[config.mk]
export PLATFORM = sky130hd
export DESIGN_NAME = bmid_cell
export DESIGN_NICKNAME = d
export VERILOG_FILES = /design/src/hdl/bmid_pkg.sv /design/src/hdl/bmid_cell.sv
export SDC_FILE = /design/constraint.sdc
export NUM_CORES = 1
export LEC_CHECK = 0
export BUFFER_PORTS_ARGS = -buffer_cell sky130_fd_sc_hd__buf_2
export CORE_AREA = 3 3 84 86
export DETAILED_ROUTE_END_ITERATION = 10
export DIE_AREA = 0 0 87 89
export GPL_ROUTABILITY_DRIVEN = 0
export PLACE_DENSITY = 0.7
export SYNTH_ARGS = -nofsm -noshare
export SYNTH_HDL_FRONTEND = slang
export SYNTH_SLANG_ARGS = --single-unit
[constraint.sdc]
create_clock -name i_clk -period 3.4 [get_ports i_clk]
set_input_delay 0.17 -clock i_clk [delete_from_list [all_inputs] [get_ports i_clk]]
set_output_delay 0.17 -clock i_clk [all_outputs]
set_load 0.01 [all_outputs]
[src/hdl/bmid_pkg.sv]
package bmid_pkg;

    // map geometry
    localparam int SLOTS  = 1024;
    localparam int WORDS  = SLOTS / 32;
    localparam int WIDX_W = (WORDS > 1) ? $clog2(WORDS) : 1;
    localparam int K_W    = WIDX_W + 5;

    localparam int ID_W = 16;
    localparam int ST_W = 2;

    // request kinds
    localparam logic OP_ALLOC = 1'b0;
    localparam logic OP_FREE  = 1'b1;

    // result status codes
    localparam logic [ST_W-1:0] ST_OK        = 2'd0;
    localparam logic [ST_W-1:0] ST_FULL      = 2'd1;
    localparam logic [ST_W-1:0] ST_NOT_ALLOC = 2'd2;
    localparam logic [ST_W-1:0] ST_RANGE     = 2'd3;

    // request token handed from cell to cell
    typedef struct packed {
        logic              valid;
        logic              op;
        logic              done;
        logic [ST_W-1:0]   status;
        logic [WIDX_W-1:0] widx;
        logic [4:0]        bidx;
    } t_token;

    typedef enum logic [1:0] {
        S_IDLE,
        S_RUN,
        S_HOLD
    } t_state;

endpackage

[src/hdl/bmid_cell.sv]
module bmid_cell
    import bmid_pkg::*;
(
    input  logic              i_clk,
    input  logic              i_rst_n,
    input  logic [WIDX_W-1:0] i_cell_idx,
    input  t_token            i_tok,
    output t_token            o_tok
);

    logic [31:0] r_word;
    logic [31:0] n_word;
    t_token      r_tok;
    t_token      n_tok;
    logic [31:0] low_zero;
    logic [4:0]  low_idx;

    // one-hot of the lowest clear bit
    assign low_zero = ~r_word & (r_word + 32'd1);

    always_comb begin
        low_idx = '0;
        for (int b = 0; b < 32; b++) begin
            if (low_zero[b]) begin
                low_idx = low_idx | 5'(b);
            end
        end
    end

    always_comb begin
        n_tok  = i_tok;
        n_word = r_word;
        if (i_tok.valid && !i_tok.done) begin
            if (i_tok.op == OP_ALLOC) begin
                if (r_word != '1) begin
                    n_word       = r_word | low_zero;
                    n_tok.done   = 1'b1;
                    n_tok.status = ST_OK;
                    n_tok.widx   = i_cell_idx;
                    n_tok.bidx   = low_idx;
                end
            end else if (i_tok.widx == i_cell_idx) begin
                n_tok.done = 1'b1;
                if (r_word[i_tok.bidx]) begin
                    n_word[i_tok.bidx] = 1'b0;
                    n_tok.status       = ST_OK;
                end else begin
                    n_tok.status = ST_NOT_ALLOC;
                end
            end
        end
    end

    always_ff @(posedge i_clk) begin
        if (!i_rst_n) begin
            r_word      <= '0;
            r_tok.valid <= 1'b0;
        end else begin
            r_word <= n_word;
            r_tok  <= n_tok;
        end
    end

    assign o_tok = r_tok;

endmodule

### Word-level counts from Yosys, hierarchy flattened

Index checks and enable logic that the tools add are counted.

* bits in registers: 47
* bits of input ports: 22
* output and inout port bits: 15
* word-level logic and storage cells: 86

* add/subtract/negate cells: 1
* magnitude comparators: 2
* equality and inequality tests: 5
* mux-type cells: 62
* bitwise logic cells: 5
* reductions and logical operators: 4

Operators with widths (count)
* $mux W32: 12
* $mux W5: 16
* $and A32 B32 Y32: 2
* $not A32 Y32: 2
* $mux W13: 4
* $add A32 B1 Y32 const B: 1
* $mux W4: 8
* $ne A32 B32 Y1 const B: 1
* $or A32 B32 Y32: 1
* $mux W3: 9
* $mux W10: 2
* $mux W2: 6
* $ne A3 B2 Y1 const B: 3
* $lt A5 B6 Y1 const B: 1
* $bmux W1 S5: 1
* $demux W1 S5: 1
* $eq A5 B5 Y1: 1
* $ge A5 B1 Y1 const B: 1
* $reduce_and A4 Y1: 1
* $mux W1: 3
* $logic_and A1 B1 Y1: 2
* $logic_not A1 Y1: 1

### Depth between registers and ports, before layout

* depth in word-level cells: 39
* mapped depth: 9
* depth with buffers taken out: 6

### Worst setup path after synthesis

Ideal clock, no wire load.

* path type: register -> register
* start point: register r_word[26]
* end point: register r_tok, in the netlist o_tok[7] (data pin)
* setup time: 0.260 ns
* arrival time: 1.939 ns
* required time: 3.140 ns
* path slack: 1.201 ns
* stages on the path, launching flop included: 10
* buffers on the path: 4
* period minus slack after synthesis: 2.199 ns
* cells stage by stage: dfxtp_1 -> buf_2 -> nand4_2 -> nor3_1 -> and4_4 -> buf_6 -> or2_1 -> buf_6 -> buf_4 -> mux2_2

RTL lines
* start, declared: RTL line bmid_cell.sv:11 `logic [31:0] r_word;`
* start signal, assigned: RTL line bmid_cell.sv:59 `r_word <= n_word;`
* end signal, assigned: RTL line bmid_cell.sv:60 `r_tok <= n_tok;`
* end, declared: RTL line bmid_cell.sv:13 `t_token r_tok;`

==> impl_metrics.ini <==
[floorplan]
coreArea_sq_um = 6350
initial_core_util = 0.4948
die-height_microns = 89
ioPinCount = 37
dieArea_sq_um = 7743
rows = 29
fp.dieW_microns = 87

[setup_path]
cp_max_fo = 16
required_ps = 3470
start_kind = flip-flop
crit_type = flip-flop to flip-flop
critPathCaptureType = flip-flop
cp.arrival_ps = 2710

[cts]
htree_levels = 2
path_clk_slew_ps = 90
cts_sinks = 47
cts.path.max_buffers = 2
cts_tree = yes
cts_root_buf = clkbuf_8
clk_latency_ps = 310
cts_made_buffers = 5
cts_hold_buf = 0
cts_setup_buffers = 0
ctsResizeCount = 0

[sta]
holdWs_ps = 56.65
rsz0062_at_grt = no
setup_viol = 0
drv_slew = 0
tns_ps = 0
period_minus_slack_ps = 2642
hold_viol = 0
skew_ps = 6.066
slew_headroom = 0.2950
worst_pin_slew_ps = 1056
period_share = 0.7771
max_freq_ghz = 0.3785

[finish]
final_design_area_no_fill_sq_um = 3386
n_antenna_cell = 0
utilization = 0.5332
layout_commonest_cell = nand2_1
syn_to_final_growth_pct = 7.766
mostFrequentLayoutCells = 41 x nand2_1, 36 x buf_2, 33 x dfxtp_1
fin_nets = 411
drive_above_1_share = 0.2051

[logic_synthesis]
synth_edf_count = 14
ys_ff_latch = 47
syn_nets = 389
ys_types = 73
syn_area_sq_um = 3142
ys_async_sr_fraction = 0
yosys_warnings = 0
ys.flop_type = dfxtp_1
syn-instance-count = 367
syn_area_per_cell_sq_um = 8.561
ys_seq_area_frac = 0.3441

[global_route]
grt_pass1_vias = 2910
grt_usage = 0.2511
grt_max_degree = 44
grt_pass1_wl_mm = 15.08
antenna_found_initial = 0
overflow = 0

[routing]
avgViaCountPerCell = 6.850
post_drt_wl_per_cell_microns = 20.34
dr.first_iter.drc_count = 438
drc = 0
drtPass1Iterations = 5
routed-via-count = 3199
routed_wl_mm = 9.499
drt.antenna.violating_nets = 0

[power_and_ir_drop]
ir_drop_uv = 192.7
p_per_area_nw_per_um2 = 316.9
p_leak_uw = 0.001103

[placement]
post_dp_cell_area_sq_um = 3297
portBuffers = 36
dp_hpwl_mm = 6.800

[status]
status = completed

[flow_run]
maxCapViolations = 0

[hold_path]
min_path_type = input port to flip-flop
final timing paths:
kind	cells after the start	start	slack [ps]	endpoint
setup reg to reg	5	r_word[26]	760	o_tok[5]
hold / removal	1	i_tok[13]	60	o_tok[13]
setup / recovery	5	r_word[26]	760	o_tok[5]
hold reg to reg	2	r_word[13]	530	r_word[13]
area by class of cell:
type / instances / area [sq um]
fill: 605 / 2964
sequential: 47 / 1081
clock buffer: 5 / 68.82
clock inverter: 3 / 20.02
inverter: 10 / 37.54
multi-input combinational: 286 / 1879
tap: 77 / 96.34
timing repair buffer: 39 / 202.7
through the flow:
stage / power [uW] / cells / setup WS [ps]
2_1_floorplan: 696.2 / 367 / 1201
3_3_place_gp: 742.2 / 459 / 826.8
3_5_place_dp: 743.4 / 459 / 790.3
4_1_cts: 1079 / 467 / 797.7
5_1_grt: 1120 / 467 / 585.7
6_report: 1073 / 467 / 757.9
power by group:
group,internal [uW],switching [uW]
registers,593,3.94
clock network,144,197
logic,47.5,87.4
synth_stat cells, types with 3 or more instances:
cell / n / area [sq um]
inv_1: 10 / 37.54
a311oi_1: 3 / 26.28
mux4_2: 3 / 67.56
buf_6: 5 / 56.30
nand2_1: 41 / 153.9
o22ai_1: 3 / 18.77
and2_1: 6 / 37.54
clkbuf_1: 10 / 37.54
mux2i_1: 6 / 60.06
dfxtp_1: 33 / 660.6
nor4_1: 9 / 56.30
o21ai_0: 21 / 105.1
a21oi_1: 17 / 85.08
nor2b_1: 5 / 31.28
and4_4: 4 / 45.04
o31a_1: 3 / 26.28
nor2_1: 20 / 75.07
or3_1: 5 / 31.28
o221a_2: 3 / 33.78
nand4_1: 11 / 68.82
nor3_1: 15 / 75.07
edfxtp_1: 14 / 420.4
nand3_1: 18 / 90.09
o211ai_1: 3 / 22.52
mux2_2: 7 / 78.83
buf_2: 7 / 35.03
a31oi_1: 11 / 68.82
xor2_1: 4 / 35.03
o31ai_1: 4 / 30.03
or2_2: 3 / 18.77
or4_1: 4 / 30.03
nand2b_1: 7 / 43.79
worst max-delay path: stages, from the launching register on:
cell	delay (ps)
dfxtp_1	510
nand4_2	220
nor3_1	350
and4_4	390
or2_1	520
mux2_2	410
registers in the layout, summed over array words and instances (netlist names):
name	count
r_word	32
o_tok	15
cells by family after synthesis:
logic type | Yosys count | share of synthesized area
compound gates | 98 | 0.2198
xor+xnor | 5 | 0.01394
buf+inv | 34 | 0.05774
flops | 47 | 0.3441
mux | 17 | 0.06930
simple gates | 166 | 0.2951
layer usage:
layer | vias up | wire (microns) | track usage
li1 | 1460 | - | -
met1 | 1482 | 3814 | 0.3373
met2 | 219 | 4310 | 0.3741
met3 | 38 | 1018 | 0.06359
met4 | 0 | 355 | 0.1275
met5 | - | 0 | 0
Power figures use the tool's default switching activity.
